--- config.mk ---
export PLATFORM = sky130hd
export DESIGN_NAME = lcd_4bit_write_sequencer_core
export DESIGN_NICKNAME = d
export VERILOG_FILES = /design/src/rtl/core/lcd4_pkg.sv /design/src/rtl/core/lcd4_cfg_regs.sv /design/src/rtl/core/lcd4_step.sv /design/src/rtl/core/lcd_4bit_write_sequencer_core.sv
export VERILOG_INCLUDE_DIRS = /design/src /design/src/rtl/core
export SDC_FILE = /design/constraint.sdc
export NUM_CORES = 1
export LEC_CHECK = 0
export ABC_AREA = 1
export ABC_CLOCK_PERIOD_IN_PS = 4500
export BUFFER_PORTS_ARGS = -buffer_cell sky130_fd_sc_hd__buf_2
export CAP_MARGIN = 40
export CORE_ASPECT_RATIO = 0.6
export CORE_MARGIN = 2
export CORE_UTILIZATION = 51
export CTS_BUF_LIST = sky130_fd_sc_hd__clkbuf_16
export CTS_CLUSTER_DIAMETER = 150
export DETAILED_ROUTE_END_ITERATION = 6
export PLACE_DENSITY = 0.74
export SETUP_SLACK_MARGIN = 0.15
export SKIP_LAST_GASP = 1
export SYNTH_ARGS = -nofsm -noshare
export SYNTH_HDL_FRONTEND = slang
export SYNTH_HIERARCHICAL = 1
export SYNTH_SLANG_ARGS = --single-unit
--- constraint.sdc ---
create_clock -name clk -period 4.5 [get_ports clk]
set_clock_uncertainty 0.1 [all_clocks]
set_input_delay 0.225 -clock clk [delete_from_list [all_inputs] [get_ports clk]]
set_output_delay 0.225 -clock clk [all_outputs]
set_load 0.03 [all_outputs]
--- src/rtl/core/lcd_4bit_write_sequencer_core_defines.svh ---
// Assertion macros for the LCD 4-bit write sequencer.
`ifndef LCD_4BIT_WRITE_SEQUENCER_CORE_DEFINES_SVH
`define LCD_4BIT_WRITE_SEQUENCER_CORE_DEFINES_SVH

`ifndef SYNTHESIS
`define LCD4_ASSERT_IMPL(lbl, prop, msg) \
    lbl: assert property (@(posedge clk) disable iff (!rst_n) (prop)) else $error(msg);
`define LCD4_ASSERT_NEXT(lbl, cond, prop, msg) \
    lbl: assert property (@(posedge clk) disable iff (!rst_n) (cond) |=> (prop)) else $error(msg);
`else
`define LCD4_ASSERT_IMPL(lbl, prop, msg)
`define LCD4_ASSERT_NEXT(lbl, cond, prop, msg)
`endif

`endif

--- src/rtl/core/lcd4_pkg.sv ---
// Types and constants shared by the LCD 4-bit write sequencer.
package lcd4_pkg;

    typedef enum logic [3:0] {
        PH_IDLE     = 4'd0,
        PH_RD_SETUP = 4'd1,
        PH_RD1_HIGH = 4'd2,
        PH_RD1_LOW  = 4'd3,
        PH_RD2_SET  = 4'd4,
        PH_RD2_HIGH = 4'd5,
        PH_RD2_HOLD = 4'd6,
        PH_WAIT     = 4'd7,
        PH_W1_SET   = 4'd8,
        PH_W1_HIGH  = 4'd9,
        PH_W1_HOLD  = 4'd10,
        PH_W2_SET   = 4'd11,
        PH_W2_HIGH  = 4'd12,
        PH_W2_HOLD  = 4'd13
    } phase_t;

    localparam int CFG_IDX_W = 1;
    localparam int CFG_DATA_W = 16;
    localparam logic [CFG_IDX_W-1:0] CFG_PHASE_TICKS = 1'd0;
    localparam logic [CFG_IDX_W-1:0] CFG_FIXED_WAIT  = 1'd1;
    localparam logic [7:0]  PHASE_TICKS_RST = 8'd1;
    localparam logic [15:0] FIXED_WAIT_RST  = 16'd10000;

    typedef struct packed {
        logic       start_req;
        logic [7:0] byte_value;
        logic       is_data;
        logic       poll_busy;
        logic       full_byte;
        logic       busy_pin;
    } lcd_in_t;

    typedef struct packed {
        logic       rs_pin;
        logic       rw_pin;
        logic       enable_pin;
        logic [3:0] nibble_out;
        logic       drive_bus;
        logic       ready_res;
    } lcd_out_t;

    typedef struct packed {
        logic [7:0]  phase_ticks;
        logic [15:0] fixed_wait_ticks;
    } lcd_cfg_t;

    typedef struct packed {
        logic       rs;
        logic       rw;
        logic       e;
        logic [3:0] nib;
        logic       drive;
    } pins_t;

    typedef struct packed {
        logic is_data;
        logic poll_busy;
        logic full_byte;
    } flags_t;

    typedef struct packed {
        phase_t     phase;
        logic [7:0] held_byte;
        flags_t     held_flags;
        logic       busy_seen;
        pins_t      pins;
    } lcd_ctl_t;

endpackage

--- src/rtl/core/lcd4_cfg_regs.sv ---
// Configuration registers for phase length and fixed wait.
module lcd4_cfg_regs
    import lcd4_pkg::*;
(
    input  logic                  clk,
    input  logic                  rst_n,
    input  logic                  cfg_valid,
    output logic                  cfg_ready,
    input  logic [CFG_IDX_W-1:0]  cfg_index,
    input  logic [CFG_DATA_W-1:0] cfg_data,
    output lcd_cfg_t              cfg
);

    logic [7:0]  phase_ticks_reg;
    logic [15:0] fixed_wait_reg;

    assign cfg_ready = 1'b1;

    always_ff @(posedge clk or negedge rst_n)
    begin
        if (!rst_n)
        begin
            phase_ticks_reg <= PHASE_TICKS_RST;
            fixed_wait_reg  <= FIXED_WAIT_RST;
        end
        else if (cfg_valid)
        begin
            case (cfg_index)
                CFG_PHASE_TICKS: phase_ticks_reg <= cfg_data[7:0];
                CFG_FIXED_WAIT:  fixed_wait_reg  <= cfg_data[15:0];
                default:         ;
            endcase
        end
    end

    assign cfg.phase_ticks      = phase_ticks_reg;
    assign cfg.fixed_wait_ticks = fixed_wait_reg;

endmodule

--- src/rtl/core/lcd4_step.sv ---
// Next-state and pin logic for one tick of the sequencer.
module lcd4_step
    import lcd4_pkg::*;
#(
    parameter int WAIT_WIDTH = 16
)
(
    input  lcd_cfg_t              cfg,
    input  lcd_in_t               in_item,
    input  lcd_ctl_t              ctl,
    input  logic [WAIT_WIDTH-1:0] tick_count,
    output lcd_ctl_t              ctl_next,
    output logic [WAIT_WIDTH-1:0] tick_next,
    output lcd_out_t              result
);

    localparam logic [31:0] WAIT_MAX = 32'((64'd1 << WAIT_WIDTH) - 64'd1);
    localparam logic [WAIT_WIDTH-1:0] TICK_ONE = WAIT_WIDTH'(1);

    logic [7:0]            pt;
    logic [WAIT_WIDTH-1:0] pt_ticks;
    logic [31:0]           wait_wide;
    logic [WAIT_WIDTH-1:0] wait_ticks;
    logic                  go;
    phase_t                target;
    phase_t                follow;

    assign pt        = (cfg.phase_ticks == 8'd0) ? 8'd1 : cfg.phase_ticks;
    assign pt_ticks  = WAIT_WIDTH'(pt);
    assign wait_wide = {16'd0, cfg.fixed_wait_ticks};
    assign wait_ticks = (wait_wide > WAIT_MAX) ? WAIT_MAX[WAIT_WIDTH-1:0]
                                               : wait_wide[WAIT_WIDTH-1:0];

    always_comb
    begin
        case (ctl.phase)
            PH_RD_SETUP: follow = PH_RD1_HIGH;
            PH_RD1_HIGH: follow = PH_RD1_LOW;
            PH_RD1_LOW:  follow = PH_RD2_SET;
            PH_RD2_SET:  follow = PH_RD2_HIGH;
            PH_RD2_HIGH: follow = PH_RD2_HOLD;
            PH_RD2_HOLD: follow = ctl.busy_seen ? PH_RD1_HIGH : PH_W1_SET;
            PH_WAIT:     follow = PH_W1_SET;
            PH_W1_SET:   follow = PH_W1_HIGH;
            PH_W1_HIGH:  follow = PH_W1_HOLD;
            PH_W1_HOLD:  follow = ctl.held_flags.full_byte ? PH_W2_SET : PH_IDLE;
            PH_W2_SET:   follow = PH_W2_HIGH;
            PH_W2_HIGH:  follow = PH_W2_HOLD;
            default:     follow = PH_IDLE;
        endcase
    end

    always_comb
    begin
        ctl_next  = ctl;
        tick_next = tick_count;
        go        = 1'b0;
        target    = PH_IDLE;

        if (ctl.phase == PH_IDLE)
        begin
            if (in_item.start_req)
            begin
                ctl_next.held_byte            = in_item.byte_value;
                ctl_next.held_flags.is_data   = in_item.is_data;
                ctl_next.held_flags.poll_busy = in_item.poll_busy;
                ctl_next.held_flags.full_byte = in_item.full_byte;
                ctl_next.busy_seen            = 1'b0;
                go     = 1'b1;
                target = in_item.poll_busy ? PH_RD_SETUP : PH_WAIT;
            end
        end
        else
        begin
            if (ctl.phase == PH_RD1_HIGH && tick_count <= TICK_ONE)
            begin
                ctl_next.busy_seen = in_item.busy_pin;
            end
            if (tick_count > TICK_ONE)
            begin
                tick_next = tick_count - TICK_ONE;
            end
            else
            begin
                go     = 1'b1;
                target = follow;
            end
        end

        if (go)
        begin
            // zero fixed wait goes straight to the first nibble
            if (target == PH_WAIT && wait_ticks == '0)
            begin
                target = PH_W1_SET;
            end
            ctl_next.phase = target;
            tick_next      = pt_ticks;
            case (target)
                PH_RD_SETUP:
                begin
                    ctl_next.pins = '{rs: 1'b0, rw: 1'b1, e: 1'b0, nib: 4'd0, drive: 1'b0};
                end
                PH_RD1_HIGH, PH_RD2_HIGH, PH_W1_HIGH, PH_W2_HIGH:
                begin
                    ctl_next.pins.e = 1'b1;
                end
                PH_RD1_LOW, PH_RD2_SET, PH_RD2_HOLD, PH_W1_HOLD, PH_W2_HOLD:
                begin
                    ctl_next.pins.e = 1'b0;
                end
                PH_WAIT:
                begin
                    tick_next = wait_ticks;
                end
                PH_W1_SET:
                begin
                    ctl_next.pins = '{rs: ctl_next.held_flags.is_data, rw: 1'b0, e: 1'b0,
                                      nib: ctl_next.held_byte[7:4], drive: 1'b1};
                end
                PH_W2_SET:
                begin
                    ctl_next.pins = '{rs: ctl_next.held_flags.is_data, rw: 1'b0, e: 1'b0,
                                      nib: ctl_next.held_byte[3:0], drive: 1'b1};
                end
                default:
                begin
                    ctl_next.phase  = PH_IDLE;
                    tick_next       = '0;
                    ctl_next.pins.e = 1'b0;
                end
            endcase
        end
    end

    assign result.rs_pin     = ctl.pins.rs;
    assign result.rw_pin     = ctl.pins.rw;
    assign result.enable_pin = ctl.pins.e;
    assign result.nibble_out = ctl.pins.drive ? ctl.pins.nib : 4'd0;
    assign result.drive_bus  = ctl.pins.drive;
    assign result.ready_res  = (ctl.phase == PH_IDLE);

endmodule

--- src/rtl/core/lcd_4bit_write_sequencer_core.sv ---
// Top level of the LCD 4-bit write sequencer: state, result register and checks.
//
// Each request is one time tick of the display interface. The block takes one request
// per clock cycle while the output is not stalled and returns one result per request,
// in the cycle after acceptance, from an output register; a new request is taken in the
// same cycle as a waiting result is taken. The result carries the pin levels in force
// during that tick (before the tick's update) and the ready flag. This rate is set by
// the combinational update of the phase sequencer and its tick counter.
// Configuration writes take effect from the next phase; write only while idle.
`include "lcd_4bit_write_sequencer_core_defines.svh"

module lcd_4bit_write_sequencer_core
    import lcd4_pkg::*;
#(
    parameter int WAIT_WIDTH = 16
)
(
    input  logic                  clk,
    input  logic                  rst_n,
    input  logic                  in_valid,
    output logic                  in_ready,
    input  lcd_in_t               in_data,
    output logic                  out_valid,
    input  logic                  out_ready,
    output lcd_out_t              out_data,
    input  logic                  cfg_valid,
    output logic                  cfg_ready,
    input  logic [CFG_IDX_W-1:0]  cfg_index,
    input  logic [CFG_DATA_W-1:0] cfg_data
);

    lcd_cfg_t              cfg;
    lcd_ctl_t              ctl_reg;
    lcd_ctl_t              ctl_next;
    logic [WAIT_WIDTH-1:0] tick_reg;
    logic [WAIT_WIDTH-1:0] tick_next;
    lcd_out_t              result;
    lcd_out_t              out_data_reg;
    logic                  out_valid_reg;
    logic                  accept;

    lcd4_cfg_regs u_cfg (
        .clk       (clk),
        .rst_n     (rst_n),
        .cfg_valid (cfg_valid),
        .cfg_ready (cfg_ready),
        .cfg_index (cfg_index),
        .cfg_data  (cfg_data),
        .cfg       (cfg)
    );

    lcd4_step #(
        .WAIT_WIDTH (WAIT_WIDTH)
    ) u_step (
        .cfg        (cfg),
        .in_item    (in_data),
        .ctl        (ctl_reg),
        .tick_count (tick_reg),
        .ctl_next   (ctl_next),
        .tick_next  (tick_next),
        .result     (result)
    );

    assign in_ready = !out_valid_reg || out_ready;
    assign accept   = in_valid && in_ready;

    always_ff @(posedge clk or negedge rst_n)
    begin
        if (!rst_n)
        begin
            ctl_reg.phase      <= PH_IDLE;
            ctl_reg.held_byte  <= 8'd0;
            ctl_reg.held_flags <= '0;
            ctl_reg.busy_seen  <= 1'b0;
            ctl_reg.pins       <= '{rs: 1'b0, rw: 1'b0, e: 1'b0, nib: 4'd0, drive: 1'b1};
            tick_reg           <= '0;
            out_valid_reg      <= 1'b0;
        end
        else if (accept)
        begin
            ctl_reg       <= ctl_next;
            tick_reg      <= tick_next;
            out_valid_reg <= 1'b1;
        end
        else if (out_ready)
        begin
            out_valid_reg <= 1'b0;
        end
    end

    always_ff @(posedge clk)
    begin
        if (accept)
        begin
            out_data_reg <= result;
        end
    end

    assign out_valid = out_valid_reg;
    assign out_data  = out_data_reg;

    `LCD4_ASSERT_NEXT(a_start_leaves_idle,
        accept && in_data.start_req && ctl_reg.phase == PH_IDLE,
        ctl_reg.phase != PH_IDLE, "request taken while idle did not start a sequence")
    `LCD4_ASSERT_IMPL(a_enable_in_high_phase,
        !ctl_reg.pins.e || ctl_reg.phase == PH_RD1_HIGH || ctl_reg.phase == PH_RD2_HIGH ||
        ctl_reg.phase == PH_W1_HIGH || ctl_reg.phase == PH_W2_HIGH,
        "enable high outside a high phase")
    `LCD4_ASSERT_IMPL(a_bus_released_only_reading,
        ctl_reg.pins.drive || ctl_reg.phase == PH_RD_SETUP || ctl_reg.phase == PH_RD1_HIGH ||
        ctl_reg.phase == PH_RD1_LOW || ctl_reg.phase == PH_RD2_SET ||
        ctl_reg.phase == PH_RD2_HIGH || ctl_reg.phase == PH_RD2_HOLD,
        "bus released outside a busy poll")
    `LCD4_ASSERT_IMPL(a_tick_nonzero_when_active,
        ctl_reg.phase == PH_IDLE || tick_reg != '0, "active phase with zero tick count")

endmodule

==> impl_metrics.json, run 1 <==
{
  "dieArea_um2": 9801,
  "grt_pass1_wl_um": 19380,
  "arrival_ps": 2900,
  "hold_violations": 48,
  "design_area_um2": 5084,
  "synthToLayoutAreaGrowth_pct": 10.74,
  "core_area_um2": 8621,
  "mostFrequentLayoutCells": "nand2_1 (234), nand3_1 (88), dfrtp_1 (57), inv_1 (52), buf_2 (45)",
  "synth_nets": 665,
  "cts_resized": 0,
  "layout_commonest_cell": "nand2_1",
  "die_x_um": 126.5,
  "final.min_clock_period_ps": 2735,
  "grt_max_degree": 65,
  "drc": 0,
  "rsz0062_at_grt": "no",
  "crit_path_start_kind": "flop",
  "dr.pass1.iters": 5,
  "largest_reg_flops": 23,
  "ys_warn_count": 6,
  "numCtsBuffers": 9,
  "syn-cell-area_um2": 4591,
  "vias": 4183,
  "avgSynthCellArea_um2": 7.310,
  "r2r.worst_path.cells": 13,
  "finalCritPeriodShare_pct": 60.77,
  "leakage_uw": 0.002749,
  "syn_inst": 628,
  "slew_headroom_pct": 45.18,
  "n_antenna_cell": 0,
  "overflow": 0,
  "placed_area_um2": 4762,
  "antenna_found_initial": 0,
  "port_buffers": 45,
  "path_clk_slew_ps": 50,
  "h-tree-depth": 3,
  "track_usage_pct": 24.96,
  "cp.required_ps": 4670,
  "layout-drive-gt1-share_pct": 17.44,
  "gp_congestion": 0.9448,
  "cts-root-buf": "clkbuf_16",
  "ir_drop_mv": 0.2470,
  "crit_chain": "inv_1, ha_1, nand2_1, nor2_1, nand2_1, nand2_2, nor2_1, nor2_1, inv_1, o21ai_0, o21ai_0, nand3_1, nand2_1",
  "grt_pass1_vias": 3885,
  "hold-worst-slack_ps": -25.86,
  "post-dp-hpwl_um": 8269,
  "violations": "hold timing",
  "clkSinkCount": 73,
  "drtIter0Drc": 413,
  "status": "finished, violations left",
  "cts_tree": "done",
  "num_rows": 26,
  "cp_max_fo": 15,
  "powerDensity_nw_per_um2": 633.6,
  "max_freq_ghz": 0.3657,
  "hold_path_class": "in -> async",
  "max_stage_delay_ps": 440,
  "clk_latency_ps": 330,
  "drv_slew": 0,
  "viasPerCell": 5.384,
  "setup-tns-final_ps": 0,
  "initial_utilization_pct": 53.25,
  "fill_cells": 798,
  "top_level_ports": 47,
  "wirelength_um": 11490,
  "cts_buffer_depth": 2,
  "drv_cap": 0,
  "critical_path_class": "reg -> reg",
  "wl_per_cell_um": 14.79,
  "die_h_um": 77.49,
  "worst_slew_pin_slew_ps": 822.3,
  "nNetsFinal": 697,
  "cts_setup_buffers": 0,
  "setup_violations": 0,
  "drtAntennaViolNets": 0,
  "crit_path_top_delay_cell": "dfrtp_1",
  "worst_setup_path_end_kind": "flop"
}
[final timing paths]
check                      slack [ps]                      end                    start
min reg2reg                       360  u_cfg/fixed_wait_reg[8]  u_cfg/fixed_wait_reg[8]
max reg2reg                      1770             tick_reg[12]              tick_reg[0]
max in group asynchronous        3790               ctl_reg[5]                    rst_n
max                              1770             tick_reg[12]              tick_reg[0]
min                               -30  u_cfg/fixed_wait_reg[5]                    rst_n
min in group clk                   20  u_cfg/fixed_wait_reg[9]              cfg_data[9]
[critical path, delay by kind of cell (launching register included)]
family	cells	cell delay, ps
simple gates	8	1090
fa+ha+maj	1	240
compound gates	2	300
buf+inv	2	500
flops	1	440
[metrics by stage]
step | std cells | total power [uW] | hold slack [ps] | setup WS (ps) | util (%)
after floorplan | 628 | 2129 | -170.6 | 2338 | -
after global placement | 760 | 2408 | 344.3 | 1955 | 55.24
after detailed placement | 760 | 2452 | 352.7 | 1827 | 55.24
after CTS | 777 | 3210 | 6.746 | 1801 | 58.97
after global routing | 777 | 3485 | 14.93 | 1463 | 58.97
final | 777 | 3221 | -25.86 | 1765 | 58.97
[layer usage]
layer	wire length [um]	vias up	track usage [%]
met5	0	-	0
met4	126	0	5.824
met3	1002	15	5.655
met2	4672	168	34.28
met1	5691	1938	39.43
li1	-	2062	-
[where the power goes]
| group | leakage (uW) | total, uW | switching (uW) | internal, uW |
|---|---|---|---|---|
| clock network | 0.000158 | 742 | 263 | 480 |
| logic | 0.00169 | 1450 | 976 | 479 |
| registers | 0.000901 | 1020 | 173 | 851 |
[cell type report]
cell class | count | area, um^2 | share of cell area (%)
Inverter | 61 | 229.0 | 4.504
Multi-Input combinational cell | 467 | 2272 | 44.70
Timing Repair Buffer | 48 | 250.2 | 4.922
Tap cell | 112 | 140.1 | 2.757
Clock buffer | 9 | 225.2 | 4.430
Sequential cell | 73 | 1881 | 36.99
Clock inverter | 7 | 86.33 | 1.698
[what timing repair did]
item / in CTS / in global routing
endpoints found under the setup margin: 0 / 0
hold buffers: 1 / 0
endpoints found under the hold margin: 1 / 0
No activity file was read; power rests on OpenSTA's default activity.
==> run 2, diff against run 1 <==
--- a/config.mk
+++ b/config.mk
@@ -7,7 +7,7 @@
 export NUM_CORES = 1
 export LEC_CHECK = 0
 export ABC_AREA = 1
-export ABC_CLOCK_PERIOD_IN_PS = 4500
+export ABC_CLOCK_PERIOD_IN_PS = 2240
 export BUFFER_PORTS_ARGS = -buffer_cell sky130_fd_sc_hd__buf_2
 export CAP_MARGIN = 40
 export CORE_ASPECT_RATIO = 0.6
@@ -16,7 +16,7 @@
 export CTS_BUF_LIST = sky130_fd_sc_hd__clkbuf_16
 export CTS_CLUSTER_DIAMETER = 150
 export DETAILED_ROUTE_END_ITERATION = 6
-export PLACE_DENSITY = 0.74
+export PLACE_DENSITY = 0.77
 export SETUP_SLACK_MARGIN = 0.15
 export SKIP_LAST_GASP = 1
 export SYNTH_ARGS = -nofsm -noshare
==> constraint.sdc (replaced) <==
create_clock -name clk -period 2.24 [get_ports clk]
set_clock_uncertainty 0.1 [all_clocks]
set_input_delay 0.112 -clock clk [delete_from_list [all_inputs] [get_ports clk]]
set_output_delay 0.112 -clock clk [all_outputs]
set_load 0.03 [all_outputs]
==> impl_metrics.json, run 2 (synthesis gave the netlist of run 1 again) <==
{
  "slew_headroom_pct": 59.68,
  "viasPerCell": 5.840,
  "cts_tree": "done",
  "nNetsFinal": 791,
  "drv_slew": 0,
  "rr_startpoint": "tick_reg[0]",
  "grt_pass1_wl_um": 22050,
  "gp_congestion": 0.9354,
  "clkSinkCount": 73,
  "path_clk_slew_ps": 60,
  "mostFrequentLayoutCells": "nand2_1 (220), nand3_1 (79), buf_4 (62), dfrtp_1 (54), inv_1 (46)",
  "ir_drop_mv": 0.7708,
  "synthToLayoutAreaGrowth_pct": 36.20,
  "post-dp-hpwl_um": 8502,
  "pre_cts_slack_ps": -164.6,
  "cp_max_fo": 3,
  "cp.required_ps": 2420,
  "grt_pass1_vias": 4527,
  "dieArea_um2": 9801,
  "drv_cap": 0,
  "setup_violations": 24,
  "hold_violations": 0,
  "leakage_uw": 0.003298,
  "core_area_um2": 8621,
  "die_h_um": 77.49,
  "initial_utilization_pct": 53.25,
  "hold-worst-slack_ps": 77.46,
  "wl_per_cell_um": 17.63,
  "startpoint": "tick_reg[0]",
  "h-tree-depth": 3,
  "reg2reg_slack_ps": -330,
  "drc": 4,
  "overflow": 0,
  "dr.pass1.iters": 7,
  "wirelength_um": 15360,
  "clk_latency_ps": 340,
  "worst_setup_path_end_kind": "flop",
  "port_buffers": 45,
  "largest_reg_flops": 23,
  "p_total_uw": 8555,
  "status": "finished, violations left",
  "powerDensity_nw_per_um2": 1368,
  "die_x_um": 126.5,
  "antenna_found_initial": 0,
  "worst_slew_pin_slew_ps": 604.7,
  "top_level_ports": 47,
  "max_freq_ghz": 0.3893,
  "arrival_ps": 2750,
  "timing.final.ws_setup_ps": -328.5,
  "hold_path_class": "in -> reg",
  "critical_path_class": "reg -> reg",
  "layout_commonest_cell": "nand2_1",
  "drtIter0Drc": 685,
  "grt_max_degree": 42,
  "rsz0062_at_grt": "yes",
  "num_rows": 26,
  "layout-drive-gt1-share_pct": 32.81,
  "drtAntennaViolNets": 0,
  "cts-root-buf": "clkbuf_16",
  "n_antenna_cell": 0,
  "violations": "DRC, setup timing",
  "final.min_clock_period_ps": 2569,
  "numCtsBuffers": 9,
  "crit_path_start_kind": "flop",
  "finalCritPeriodShare_pct": 114.7,
  "holdCritStartpoint": "in_valid",
  "track_usage_pct": 28.23,
  "vias": 5087,
  "cts_buffer_depth": 2
}
==> run 2: power breakdown <==
part | internal, uW | switching, uW
sequential | 1710 | 281
combinational | 2080 | 2940
clock | 965 | 571
total | 4760 | 3800
==> run 2: repair_timing <==
item                       4_1_cts  5_1_grt
hold buffers                    18        0
resized for setup               55       39
setup endpoints to repair       24       28
setup buffers                   21       15
hold endpoints to repair        48        0
pin swaps                       34       38
==> run 2: path summary, 6_finish.rpt <==
check | endpoint | cells after the start
worst max-delay path | tick_reg[5] | 16
worst min-delay path | out_valid | 3
worst max register to register | tick_reg[5] | 16
worst min register to register | u_cfg/fixed_wait_reg[9] | 2
max in group asynchronous | ctl_reg[0] | 3
min in group asynchronous | u_cfg/fixed_wait_reg[3] | 2
==> run 2: routing by layer <==
metal	track usage [%]	routed length, um
met1	39.99	6197
met4	10.22	614
met2	42.73	6850
met3	6.138	1695
met5	0	0
==> run 2: layout make-up <==
cell class / instances / area, um^2
repair buffers: 142 / 1089
inverters: 61 / 234.0
multi-input cells: 467 / 2594
flip-flops and latches: 73 / 1884
clock buffers: 9 / 225.2
fillers: 553 / 2369
well taps: 112 / 140.1
clock inverters: 7 / 86.33
==> run 2: critical path, stage by stage, from the launching register on <==
cell	delay, ps
dfrtp_2	410
inv_2	70
ha_4	170
inv_2	50
nand2_2	50
nand2_2	70
nor2_4	40
nand2_2	90
nand4_1	230
buf_4	230
or2_2	280
nor2_1	180
xor2_1	210
nand2_1	70
nand3_1	90
nand3_1	80
nand2_1	100
==> run 2: stage by stage <==
step,area [um^2],std cells,TNS (ps),util [%]
2_1_floorplan,4616,628,0,-
3_3_place_gp,5120,801,-29.23,59.39
5_1_grt,6252,871,-5906,72.53
3_5_place_dp,5120,801,-1887,59.39
6_report,6252,871,-3679,72.53
4_1_cts,5963,856,-822.4,69.17
